$ cat src/sv/esc_pkg.sv
// Shared constants, register indexes, class codes and control bundles.
package esc_pkg;

  // Default sizing of the block.
  localparam int ESC_MAX_COLUMNS      = 4096;
  localparam int ESC_WEIGHT_FRAC_BITS = 16;

  // Field widths that the interface fixes.
  localparam int SUM_IN_W = 16;
  localparam int NOBJ_W   = 16;
  localparam int THR_W    = 16;
  localparam int BASE_W   = 4;
  localparam int ADDR_W   = 4;
  localparam int APB_W    = 32;

  // Register indexes (byte address divided by four).
  localparam logic [1:0] REG_N_OBJECTS     = 2'd0;
  localparam logic [1:0] REG_THRESHOLD     = 2'd1;
  localparam logic [1:0] REG_WEIGHT_FACTOR = 2'd2;

  // Column classes.
  localparam logic [1:0] CLS_ONE  = 2'd0;
  localparam logic [1:0] CLS_ZERO = 2'd1;
  localparam logic [1:0] CLS_DIS  = 2'd2;

  // Configuration registers as seen by the datapath.
  typedef struct packed {
    logic [NOBJ_W-1:0] n_objects;
    logic [THR_W-1:0]  threshold;
    logic [BASE_W-1:0] weight_factor;
  } esc_cfg_t;

  // Commands from the controller to the datapath.
  typedef struct packed {
    logic capture;
    logic setup;
    logic frac_step;
    logic pow_step;
    logic accumulate;
    logic load_out;
  } esc_cmd_t;

  // Status from the datapath to the controller.
  typedef struct packed {
    logic use_frac;
    logic frac_last;
    logic pow_done;
    logic last;
  } esc_status_t;

endpackage

$ cat src/sv/esc_regs.sv
// APB configuration registers: object count, threshold and weight base.
module esc_regs
  import esc_pkg::*;
(
  input  logic              clk,
  input  logic              rst,
  input  logic              psel,
  input  logic              penable,
  input  logic              pwrite,
  input  logic [ADDR_W-1:0] paddr,
  input  logic [APB_W-1:0]  pwdata,
  output logic [APB_W-1:0]  prdata,
  output logic              pready,
  output esc_cfg_t          cfg
);

  logic       wr_en;
  logic [1:0] reg_idx;

  assign pready  = 1'b1;
  assign reg_idx = paddr[ADDR_W-1:2];
  assign wr_en   = psel && penable && pwrite && pready;

  // Register writes in the access phase.
  always_ff @(posedge clk) begin
    if (rst) begin
      cfg.n_objects     <= NOBJ_W'(1);
      cfg.threshold     <= '0;
      cfg.weight_factor <= '0;
    end else if (wr_en) begin
      case (reg_idx)
        REG_N_OBJECTS:     cfg.n_objects     <= pwdata[NOBJ_W-1:0];
        REG_THRESHOLD:     cfg.threshold     <= pwdata[THR_W-1:0];
        REG_WEIGHT_FACTOR: cfg.weight_factor <= pwdata[BASE_W-1:0];
        default: ;
      endcase
    end
  end

  // Read back.
  always_comb begin
    case (reg_idx)
      REG_N_OBJECTS:     prdata = APB_W'(cfg.n_objects);
      REG_THRESHOLD:     prdata = APB_W'(cfg.threshold);
      REG_WEIGHT_FACTOR: prdata = APB_W'(cfg.weight_factor);
      default:           prdata = '0;
    endcase
  end

endmodule

$ cat src/sv/esc_ctrl.sv
// Controller state machine: sequences capture, weight unit, accumulation and output.
module esc_ctrl
  import esc_pkg::*;
(
  input  logic        clk,
  input  logic        rst,
  input  logic        s_tvalid,
  output logic        s_tready,
  output logic        m_tvalid,
  input  logic        m_tready,
  input  esc_status_t status,
  output esc_cmd_t    cmd
);

  localparam logic [2:0] ST_IDLE  = 3'd0;
  localparam logic [2:0] ST_SETUP = 3'd1;
  localparam logic [2:0] ST_FRAC  = 3'd2;
  localparam logic [2:0] ST_POW   = 3'd3;
  localparam logic [2:0] ST_ACC   = 3'd4;
  localparam logic [2:0] ST_EMIT  = 3'd5;

  logic [2:0] state;
  logic [2:0] state_next;
  logic       out_valid;
  logic       out_free;

  assign s_tready = (state == ST_IDLE);
  assign m_tvalid = out_valid;
  assign out_free = !out_valid || m_tready;

  // Next state and commands.
  always_comb begin
    state_next = state;
    cmd        = '0;
    case (state)
      ST_IDLE: begin
        if (s_tvalid) begin
          cmd.capture = 1'b1;
          state_next  = ST_SETUP;
        end
      end
      ST_SETUP: begin
        cmd.setup  = 1'b1;
        state_next = status.use_frac ? ST_FRAC : ST_POW;
      end
      ST_FRAC: begin
        cmd.frac_step = 1'b1;
        if (status.frac_last) begin
          state_next = ST_ACC;
        end
      end
      ST_POW: begin
        if (status.pow_done) begin
          state_next = ST_ACC;
        end else begin
          cmd.pow_step = 1'b1;
        end
      end
      ST_ACC: begin
        cmd.accumulate = 1'b1;
        state_next     = status.last ? ST_EMIT : ST_IDLE;
      end
      ST_EMIT: begin
        if (out_free) begin
          cmd.load_out = 1'b1;
          state_next   = ST_IDLE;
        end
      end
      default: state_next = ST_IDLE;
    endcase
  end

  // State register.
  always_ff @(posedge clk) begin
    if (rst) begin
      state <= ST_IDLE;
    end else begin
      state <= state_next;
    end
  end

  // Output valid flag; the output register is free once its beat is taken.
  always_ff @(posedge clk) begin
    if (rst) begin
      out_valid <= 1'b0;
    end else if (cmd.load_out) begin
      out_valid <= 1'b1;
    end else if (m_tready) begin
      out_valid <= 1'b0;
    end
  end

  // An accepted beat always moves on to weight setup.
  assert property (@(posedge clk) disable iff (rst)
    (s_tvalid && s_tready) |=> (state == ST_SETUP))
    else $error("accepted beat did not enter setup");

  // The last division step hands over to accumulation.
  assert property (@(posedge clk) disable iff (rst)
    (state == ST_FRAC && status.frac_last) |=> (state == ST_ACC))
    else $error("fraction division did not finish into accumulation");

  // A new result only appears after the emit state.
  assert property (@(posedge clk) disable iff (rst)
    $rose(out_valid) |-> ($past(state) == ST_EMIT))
    else $error("output valid rose outside emit");

  // The output register is never overwritten while its beat waits.
  assert property (@(posedge clk) disable iff (rst)
    cmd.load_out |-> (!out_valid || m_tready))
    else $error("output overwritten while stalled");

endmodule

$ cat src/sv/esc_dp.sv
// Datapath: classification, shared weight unit, class totals and output register.
module esc_dp
  import esc_pkg::*;
#(
  parameter int WEIGHT_FRAC_BITS = ESC_WEIGHT_FRAC_BITS,
  parameter int CNT_W            = 13,
  parameter int SUM_W            = 29
) (
  input  logic                clk,
  input  logic                rst,
  input  esc_cfg_t            cfg,
  input  logic [SUM_IN_W-1:0] column_sum,
  input  logic                last_column,
  input  esc_cmd_t            cmd,
  output esc_status_t         status,
  output logic [CNT_W-1:0]    count_one_sim,
  output logic [CNT_W-1:0]    count_zero_sim,
  output logic [CNT_W-1:0]    count_dissim,
  output logic [SUM_W-1:0]    weight_one_sim,
  output logic [SUM_W-1:0]    weight_zero_sim,
  output logic [SUM_W-1:0]    weight_dissim
);

  // Weight width holds 1.0; reciprocal scale makes the multiply exact for bases up to 15.
  localparam int WW    = WEIGHT_FRAC_BITS + 1;
  localparam int RK    = WW + 4;
  localparam int RW    = RK;
  localparam int PW    = WW + RW;
  localparam int DCW   = $clog2(WW);
  localparam int S_W   = SUM_IN_W + 1;
  localparam longint unsigned SCALE = 64'd1 << RK;
  localparam logic [RW-1:0] RECIP [16] = '{
    RW'(0), RW'(0),
    RW'((SCALE + 1) / 2),   RW'((SCALE + 2) / 3),   RW'((SCALE + 3) / 4),
    RW'((SCALE + 4) / 5),   RW'((SCALE + 5) / 6),   RW'((SCALE + 6) / 7),
    RW'((SCALE + 7) / 8),   RW'((SCALE + 8) / 9),   RW'((SCALE + 9) / 10),
    RW'((SCALE + 10) / 11), RW'((SCALE + 11) / 12), RW'((SCALE + 12) / 13),
    RW'((SCALE + 13) / 14), RW'((SCALE + 14) / 15)
  };
  localparam logic [WW-1:0] ONE_W = WW'(1) << WEIGHT_FRAC_BITS;

  // Captured item.
  logic [SUM_IN_W-1:0] sum_q;
  logic                last_q;

  // Setup decode.
  logic signed [S_W:0] diff;
  logic signed [S_W:0] ndiff;
  logic signed [S_W:0] thr_s;
  logic                is_one;
  logic                is_zero;
  logic [S_W-1:0]      s_abs;
  logic [S_W-1:0]      m_dist;
  logic [S_W-1:0]      n_ext;
  logic [1:0]          cls_d;
  logic                frac_d;
  logic [S_W-1:0]      x_d;
  logic [S_W-1:0]      exp_d;

  // Weight unit state.
  logic [1:0]       cls;
  logic             mode_frac;
  logic [S_W-1:0]   rem;
  logic             first;
  logic [DCW-1:0]   dcnt;
  logic [WW-1:0]    quo;
  logic [S_W:0]     trial;
  logic             ge;
  logic [S_W:0]     trial_sub;
  logic [WW-1:0]    pval;
  logic [S_W-1:0]   pexp;
  logic [BASE_W-1:0] base;
  logic [PW-1:0]    prod;
  logic [WW-1:0]    weight;

  // Class totals.
  logic [CNT_W-1:0] tot_cnt_one;
  logic [CNT_W-1:0] tot_cnt_zero;
  logic [CNT_W-1:0] tot_cnt_dis;
  logic [SUM_W-1:0] tot_w_one;
  logic [SUM_W-1:0] tot_w_zero;
  logic [SUM_W-1:0] tot_w_dis;
  logic [CNT_W-1:0] cnt_sel;
  logic [SUM_W-1:0] w_sel;
  logic [CNT_W-1:0] cnt_inc;
  logic [SUM_W:0]   w_add;
  logic [SUM_W-1:0] w_sat;

  // Input capture.
  always_ff @(posedge clk) begin
    if (cmd.capture) begin
      sum_q  <= column_sum;
      last_q <= last_column;
    end
  end

  // Classify the column and pick the weight job.
  always_comb begin
    n_ext   = S_W'(cfg.n_objects);
    diff    = $signed({1'b0, sum_q, 1'b0}) - $signed({2'b00, cfg.n_objects});
    ndiff   = -diff;
    thr_s   = $signed({2'b00, cfg.threshold});
    is_one  = diff > thr_s;
    is_zero = !is_one && (ndiff > thr_s);
    s_abs   = diff[S_W] ? ndiff[S_W-1:0] : diff[S_W-1:0];
    m_dist  = (s_abs > S_W'(cfg.n_objects[0])) ? s_abs - S_W'(cfg.n_objects[0]) : '0;
    cls_d   = is_one ? CLS_ONE : (is_zero ? CLS_ZERO : CLS_DIS);
    frac_d  = 1'b0;
    x_d     = '0;
    exp_d   = '0;
    if (cfg.weight_factor != '0) begin
      // Power weights; base one and non-positive exponents give 1.0.
      if (cfg.weight_factor == BASE_W'(1)) begin
        exp_d = '0;
      end else if (cls_d != CLS_DIS) begin
        exp_d = (s_abs >= n_ext) ? '0 : n_ext - s_abs;
      end else begin
        exp_d = m_dist;
      end
    end else if (cfg.n_objects != '0) begin
      // Fraction weights; saturated cases go through the power path with no steps.
      if (cls_d != CLS_DIS) begin
        if (s_abs < n_ext) begin
          frac_d = 1'b1;
          x_d    = s_abs;
        end
      end else begin
        frac_d = 1'b1;
        x_d    = (m_dist >= n_ext) ? '0 : n_ext - m_dist;
      end
    end
  end

  // Restoring division step and reciprocal multiply step.
  always_comb begin
    trial     = first ? {1'b0, rem} : {rem, 1'b0};
    ge        = trial >= {1'b0, n_ext};
    trial_sub = trial - {1'b0, n_ext};
    prod      = PW'(pval) * PW'(RECIP[base]);
  end

  // Weight unit registers.
  always_ff @(posedge clk) begin
    if (cmd.setup) begin
      cls       <= cls_d;
      mode_frac <= frac_d;
      rem       <= x_d;
      first     <= 1'b1;
      dcnt      <= DCW'(WW - 1);
      quo       <= '0;
      pval      <= ONE_W;
      pexp      <= exp_d;
      base      <= cfg.weight_factor;
    end else begin
      if (cmd.frac_step) begin
        rem   <= ge ? trial_sub[S_W-1:0] : trial[S_W-1:0];
        quo   <= {quo[WW-2:0], ge};
        first <= 1'b0;
        dcnt  <= dcnt - DCW'(1);
      end
      if (cmd.pow_step) begin
        pval <= prod[RK +: WW];
        pexp <= pexp - S_W'(1);
      end
    end
  end

  assign weight           = mode_frac ? quo : pval;
  assign status.use_frac  = frac_d;
  assign status.frac_last = (dcnt == '0);
  assign status.pow_done  = (pexp == '0) || (pval == '0);
  assign status.last      = last_q;

  // Saturating update of the selected class.
  always_comb begin
    case (cls)
      CLS_ONE: begin
        cnt_sel = tot_cnt_one;
        w_sel   = tot_w_one;
      end
      CLS_ZERO: begin
        cnt_sel = tot_cnt_zero;
        w_sel   = tot_w_zero;
      end
      default: begin
        cnt_sel = tot_cnt_dis;
        w_sel   = tot_w_dis;
      end
    endcase
    cnt_inc = (cnt_sel == '1) ? cnt_sel : cnt_sel + CNT_W'(1);
    w_add   = {1'b0, w_sel} + (SUM_W + 1)'(weight);
    w_sat   = w_add[SUM_W] ? '1 : w_add[SUM_W-1:0];
  end

  // Class totals; cleared when a result is loaded.
  always_ff @(posedge clk) begin
    if (rst || cmd.load_out) begin
      tot_cnt_one  <= '0;
      tot_cnt_zero <= '0;
      tot_cnt_dis  <= '0;
      tot_w_one    <= '0;
      tot_w_zero   <= '0;
      tot_w_dis    <= '0;
    end else if (cmd.accumulate) begin
      case (cls)
        CLS_ONE: begin
          tot_cnt_one <= cnt_inc;
          tot_w_one   <= w_sat;
        end
        CLS_ZERO: begin
          tot_cnt_zero <= cnt_inc;
          tot_w_zero   <= w_sat;
        end
        default: begin
          tot_cnt_dis <= cnt_inc;
          tot_w_dis   <= w_sat;
        end
      endcase
    end
  end

  // Output register.
  always_ff @(posedge clk) begin
    if (cmd.load_out) begin
      count_one_sim   <= tot_cnt_one;
      count_zero_sim  <= tot_cnt_zero;
      count_dissim    <= tot_cnt_dis;
      weight_one_sim  <= tot_w_one;
      weight_zero_sim <= tot_w_zero;
      weight_dissim   <= tot_w_dis;
    end
  end

endmodule

$ cat src/sv/extended_similarity_counters.sv
// Top level of the extended-similarity counters: streaming ports, APB registers, core.
//
// Each column sum is classed as 1-similar, 0-similar or dissimilar and adds a
// Q1.16 weight to that class's total; a column with tlast also sends the six
// totals as one output beat and clears them. An item passes through capture,
// setup, WEIGHT_FRAC_BITS+1 restoring division steps and accumulate when a
// fraction division runs, and through capture, setup, k reciprocal-multiply
// steps and accumulate on the power path, where k is at most WEIGHT_FRAC_BITS+1;
// a fraction weight that saturates at 1.0 takes the power path with no steps.
// A last column then waits in the emit state for the output register to drain.
// The divide/multiply weight unit is shared by both paths.
// The input side accepts the next column while a result beat waits on the output.
module extended_similarity_counters
  import esc_pkg::*;
#(
  parameter  int MAX_COLUMNS      = ESC_MAX_COLUMNS,
  parameter  int WEIGHT_FRAC_BITS = ESC_WEIGHT_FRAC_BITS,
  localparam int CNT_W            = $clog2(MAX_COLUMNS + 1),
  localparam int SUM_W            = CNT_W + WEIGHT_FRAC_BITS,
  localparam int OUT_BITS         = 3 * (CNT_W + SUM_W),
  localparam int TDATA_W          = ((OUT_BITS + 7) / 8) * 8
) (
  input  logic                clk,
  input  logic                rst,
  input  logic                s_tvalid,
  output logic                s_tready,
  input  logic [SUM_IN_W-1:0] s_tdata,   // column_sum
  input  logic                s_tlast,   // last_column
  output logic                m_tvalid,
  input  logic                m_tready,
  // count_one_sim, count_zero_sim, count_dissim, weight_one_sim, weight_zero_sim,
  // weight_dissim, then zero fill
  output logic [TDATA_W-1:0]  m_tdata,
  input  logic                psel,
  input  logic                penable,
  input  logic                pwrite,
  input  logic [ADDR_W-1:0]   paddr,
  input  logic [APB_W-1:0]    pwdata,
  output logic [APB_W-1:0]    prdata,
  output logic                pready
);

  esc_cfg_t         cfg;
  esc_cmd_t         cmd;
  esc_status_t      status;
  logic [CNT_W-1:0] count_one_sim;
  logic [CNT_W-1:0] count_zero_sim;
  logic [CNT_W-1:0] count_dissim;
  logic [SUM_W-1:0] weight_one_sim;
  logic [SUM_W-1:0] weight_zero_sim;
  logic [SUM_W-1:0] weight_dissim;

  esc_regs u_regs (
    .clk     (clk),
    .rst     (rst),
    .psel    (psel),
    .penable (penable),
    .pwrite  (pwrite),
    .paddr   (paddr),
    .pwdata  (pwdata),
    .prdata  (prdata),
    .pready  (pready),
    .cfg     (cfg)
  );

  esc_ctrl u_ctrl (
    .clk      (clk),
    .rst      (rst),
    .s_tvalid (s_tvalid),
    .s_tready (s_tready),
    .m_tvalid (m_tvalid),
    .m_tready (m_tready),
    .status   (status),
    .cmd      (cmd)
  );

  esc_dp #(
    .WEIGHT_FRAC_BITS (WEIGHT_FRAC_BITS),
    .CNT_W            (CNT_W),
    .SUM_W            (SUM_W)
  ) u_dp (
    .clk             (clk),
    .rst             (rst),
    .cfg             (cfg),
    .column_sum      (s_tdata),
    .last_column     (s_tlast),
    .cmd             (cmd),
    .status          (status),
    .count_one_sim   (count_one_sim),
    .count_zero_sim  (count_zero_sim),
    .count_dissim    (count_dissim),
    .weight_one_sim  (weight_one_sim),
    .weight_zero_sim (weight_zero_sim),
    .weight_dissim   (weight_dissim)
  );

  // Pack the result beat, first field in the lowest bits.
  assign m_tdata = TDATA_W'({weight_dissim, weight_zero_sim, weight_one_sim,
                             count_dissim, count_zero_sim, count_one_sim});

endmodule

$ cat config.mk
export PLATFORM = sky130hd
export DESIGN_NAME = extended_similarity_counters
export DESIGN_NICKNAME = d
export VERILOG_FILES = /design/src/sv/esc_pkg.sv /design/src/sv/esc_regs.sv /design/src/sv/esc_ctrl.sv /design/src/sv/esc_dp.sv /design/src/sv/extended_similarity_counters.sv
export SDC_FILE = /design/constraint.sdc
export NUM_CORES = 2
export LEC_CHECK = 0
export BUFFER_PORTS_ARGS = -buffer_cell sky130_fd_sc_hd__buf_2
export CORE_AREA = 2 2 256 258
export CTS_BUF_LIST = sky130_fd_sc_hd__clkbuf_16
export DETAILED_ROUTE_END_ITERATION = 7
export DIE_AREA = 0 0 258 260
export PLACE_DENSITY = 0.69
export RECOVER_POWER = 50
export SLEW_MARGIN = 15
export SYNTH_ARGS = -nofsm -noshare
export SYNTH_HDL_FRONTEND = slang
export SYNTH_SLANG_ARGS = --single-unit
$ cat constraint.sdc
create_clock -name clk -period 19.5 [get_ports clk]
set_clock_uncertainty 0.2 [all_clocks]
set_input_delay 1.95 -clock clk [delete_from_list [all_inputs] [get_ports clk]]
set_output_delay 1.95 -clock clk [all_outputs]
set_load 0.05 [all_outputs]
==> key figures <==
Setup path
  • Critical Path Slowest Stage Cell: ha_1
  • WP buf/inv: 8
  • Worst path max stage delay: between 600 and 700 ps
  • Top cell by count, worst path: inv_1
  • Worst EP required: 19760 ps
  • CP Capture Type: register
  • CP startpoint kind: register
  • Worst EP arrival: 9260 ps
  • Worst-path maximum fanout: 17
  • Crit Path Class: reg2reg
  • Crit-path leading delay family: adder cells

Die
  • Starting density of the core: 0.508
  • Num rows: 93
  • Core area: 64100 µm²
  • Die ar.: 67100 µm²
  • Io pins: 223
  • Chip height: 260 µm
  • Die Wd: 258 µm

Synth
  • Syn Std Cell Area: between 30000 and 40000 µm²
  • Ys Warns: 0
  • Xor-xnor portion of the synthesized cell area: 0.0436
  • Mux cell area share after synthesis: 0.0467
  • Synth Area in Simple Gates: 0.152
  • Synth Area in Adders: 0.265
  • Cells after synthesis: 3480
  • Synth Area in Compound Gates: 0.125
  • Syn_area_per_cell: 9.37 µm²
  • Async S/R FF share, synth: 0
  • Count of cell types in the netlist: 103
  • Main combinational cell family by area after synthesis: adder cells
  • Synthesis-stage register bit count: 390
  • Post-synth EDFFs: 184
  • Register area share after synthesis: 0.296
  • Ys flop type: dfxtp_1

STA
  • Relative slew slack: -1.21
  • Worst setup margin: 10500 ps
  • TNS Setup: 0 ps
  • Min cycle time layout: ~9000 ps
  • Slew Viols, Final: 149
  • Fmax achieved: 111 MHz
  • Hold Fails Final Rpt: 0
  • Final setup fails: 0
  • RSZ-0062 raised after global routing: no
  • Worst-margin pin slew: 3320 ps
  • Final Cycle Share: 0.461

Place
  • GPL Wtd Cong: 0.938
  • Placed insts: 4401
  • HPWL after DPL: between 60000 and 70000 µm
  • Pre-CTS setup slack: 10620 ps
  • Buffers on Ports: around 190

Clocking
  • CTS clk-pin slew, worst paths: 70 ps
  • # clock sinks: 390
  • CTS Buf Count: 41
  • Post-CTS setup buffers: 0
  • CTS max path bufs: 3
  • CTS tree: built
  • CTS-repair resized insts: 0
  • Worst-Skew Late Latency: between 500 and 600 ps
  • H-tree levels: 2
  • Root Buffer: clkbuf_16
  • Hold_buf cts: 0

Finish
  • # diodes: 0
  • Final std cells w/o fill: 4477
  • Area grow syn2layout: 9.30%
  • Layout cells sized above 1: 0.0933
  • Utilization after layout: 0.556
  • Final Net Count: 4165

Routing
  • Remaining DRCs: 0
  • Via count: 24900
  • Drt first-iter violations: between 1500 and 2000
  • Post-route ant nets: 0
  • Drt total wl: 85000 µm
  • Avg Vias per Cell: 5.57
  • DRT Pass-1 Iters: 5
  • DR WL/cell: 19.0 µm

Power
  • Pwr Density: approximately 130 nW/µm²
  • Power Total: 4780 µW
  • Pleak: between 0.01 and 0.015 µW
  • Worst IR Drop VDD: 0.0000930 V

GRT
  • Initial antenna violation count: 0
  • Vias in the first global route: about 25000
  • Pin count of the biggest net entering global routing: between 80 and 90
  • First-pass GRT wire length: 136000 µm
  • Grt total ovfl: 0
  • Total Routing Usage GR: 0.256

Flow run
  • Max-cap violations: 3

Status
  • Status: finished, violations left
  • Failing checks: max-capacitance violations, max-slew violations

Min path
  • Worst Hold Class: reg2reg
where the power goes:
group | switching (µW) | internal, µW
sequential | 121 | 1030
clock | 344 | 503
combinational | 1730 | 1050
layout by cell type (no fill, tap or decap), types with 9 or more instances in the layout:
cell type | Yosys | layout
nor3_1 | 33 | 30
edfxtp_1 | 184 | 184
a211oi_1 | 87 | 87
a22o_1 | 21 | 21
and3_1 | 30 | 29
a31oi_1 | 10 | 10
a21o_1 | 37 | 37
buf_2 | 11 | 108
nand2_1 | 426 | 426
nor2_1 | 287 | 285
o21a_1 | 16 | 16
nand4_1 | 20 | 20
o22ai_1 | 9 | 9
ha_1 | 231 | 231
xnor2_1 | 96 | 96
mux2_2 | 45 | 45
xor2_1 | 55 | 55
nor2b_1 | 25 | 25
and2_1 | 110 | 107
clkbuf_16 | 0 | 42
conb_1 | 2 | 19
clkbuf_1 | 144 | 80
mux2i_1 | 98 | 98
o22ai_2 | 11 | 11
buf_4 | 22 | 48
o211ai_1 | 9 | 9
inv_1 | 410 | 420
fa_1 | 285 | 285
dfxtp_1 | 206 | 206
or3_1 | 15 | 15
nand2b_1 | 26 | 26
nor4_1 | 16 | 16
o21ai_0 | 129 | 129
nand3_1 | 43 | 43
a21oi_1 | 158 | 156
per-stage QoR:
stage          hold slack [ps]  area [µm²]
2_1_floorplan              224       32700
3_3_place_gp               234       34300
3_5_place_dp               234       34300
4_1_cts                    239       35700
5_1_grt                    260       35600
6_report                   239       35600
final timing paths:
kind / start / to / slack [ps] / cells past startpoint
hold / removal: u_dp.tot_w_zero[16]$_SDFFE_PP0P_ / u_dp.weight_zero_sim[16]$_DFFE_PP_ / 240 / 0
setup / recovery: u_dp.base[0]$_DFFE_PP_ / u_dp.pval[16]$_SDFFE_PP1P_ / 10500 / 32
setup reg to reg: u_dp.base[0]$_DFFE_PP_ / u_dp.pval[16]$_SDFFE_PP1P_ / 10500 / 32
hold reg to reg: u_dp.tot_w_zero[16]$_SDFFE_PP0P_ / u_dp.weight_zero_sim[16]$_DFFE_PP_ / 240 / 0
cells in the mapped netlist, drive strengths merged, types with 21 or more instances:
cell    instances  share of area
nor2          287          0.033
nand3          44         0.0069
a21o           37         0.0085
nand2         427          0.049
a21oi         163          0.026
clkbuf        144          0.017
a22o           21         0.0056
fa            285           0.18
mux2           46          0.016
inv           412          0.047
buf            43         0.0086
a211oi         90          0.021
nand2b         27         0.0054
nor3           36         0.0062
edfxtp        184           0.17
and3           30         0.0058
nor2b          25         0.0048
mux2i          98          0.030
ha            231          0.089
xnor2          99          0.028
xor2           56          0.015
o21ai         138          0.021
dfxtp         206           0.13
and2          110          0.021
worst register-to-register path, delay by kind of cell, from the launching register on:
kind,cells,cell delay [ps]
AOI/OAI and AO/OA,11,2750
DFF,1,510
xor gates and xnor gates,1,170
adders and majority gates,8,3880
buffers and inverters,8,930
and+or+nand+nor,4,470
final cells by class:
cell class / instances / area, µm²
Clock buffer: 42 / 1050
Clock inverter: 34 / 419
Fill cell: 5732 / 28500
Inverter: 412 / 1550
Multi-Input combinational cell: 2508 / 20700
Sequential cell: 390 / 9650
Tap cell: 855 / 1070
Timing Repair Buffer: 236 / 1200
sequential cells by signal, indices dropped and copies added, names as in the netlist, 5 cells and up:
name                  flops
u_dp.tot_w_one           29
u_dp.tot_w_dis           29
u_dp.sum_q               16
u_dp.count_dissim        13
u_dp.quo                 17
u_dp.tot_w_zero          29
u_dp.count_zero_sim      13
u_dp.tot_cnt_dis         13
u_dp.tot_cnt_one         13
u_dp.dcnt                 5
u_dp.weight_one_sim      29
u_dp.pexp                17
u_dp.weight_zero_sim     29
u_dp.rem                 17
u_dp.weight_dissim       29
u_dp.pval                17
u_regs.cfg               36
u_dp.count_one_sim       13
u_dp.tot_cnt_zero        13
kinds of logic after synthesis:
| group | after synthesis |
|---|---|
| buffers and inverters | 599 |
| other | 2 |
| DFF | 390 |
| AOI/OAI and AO/OA | 597 |
| xor gates and xnor gates | 156 |
| muxes | 145 |
| adders and majority gates | 519 |
| and+or+nand+nor | 1072 |
layer usage:
metal | GRT usage | vias to the layer above | wire length, µm
li1 | - | 11800 | -
met5 | 0 | - | 0
met4 | 0.0796 | 0 | 2710
met3 | 0.0370 | 149 | 5490
met1 | 0.342 | 12100 | 36300
met2 | 0.430 | 827 | 40600
(Power assumes the default switching activity.)
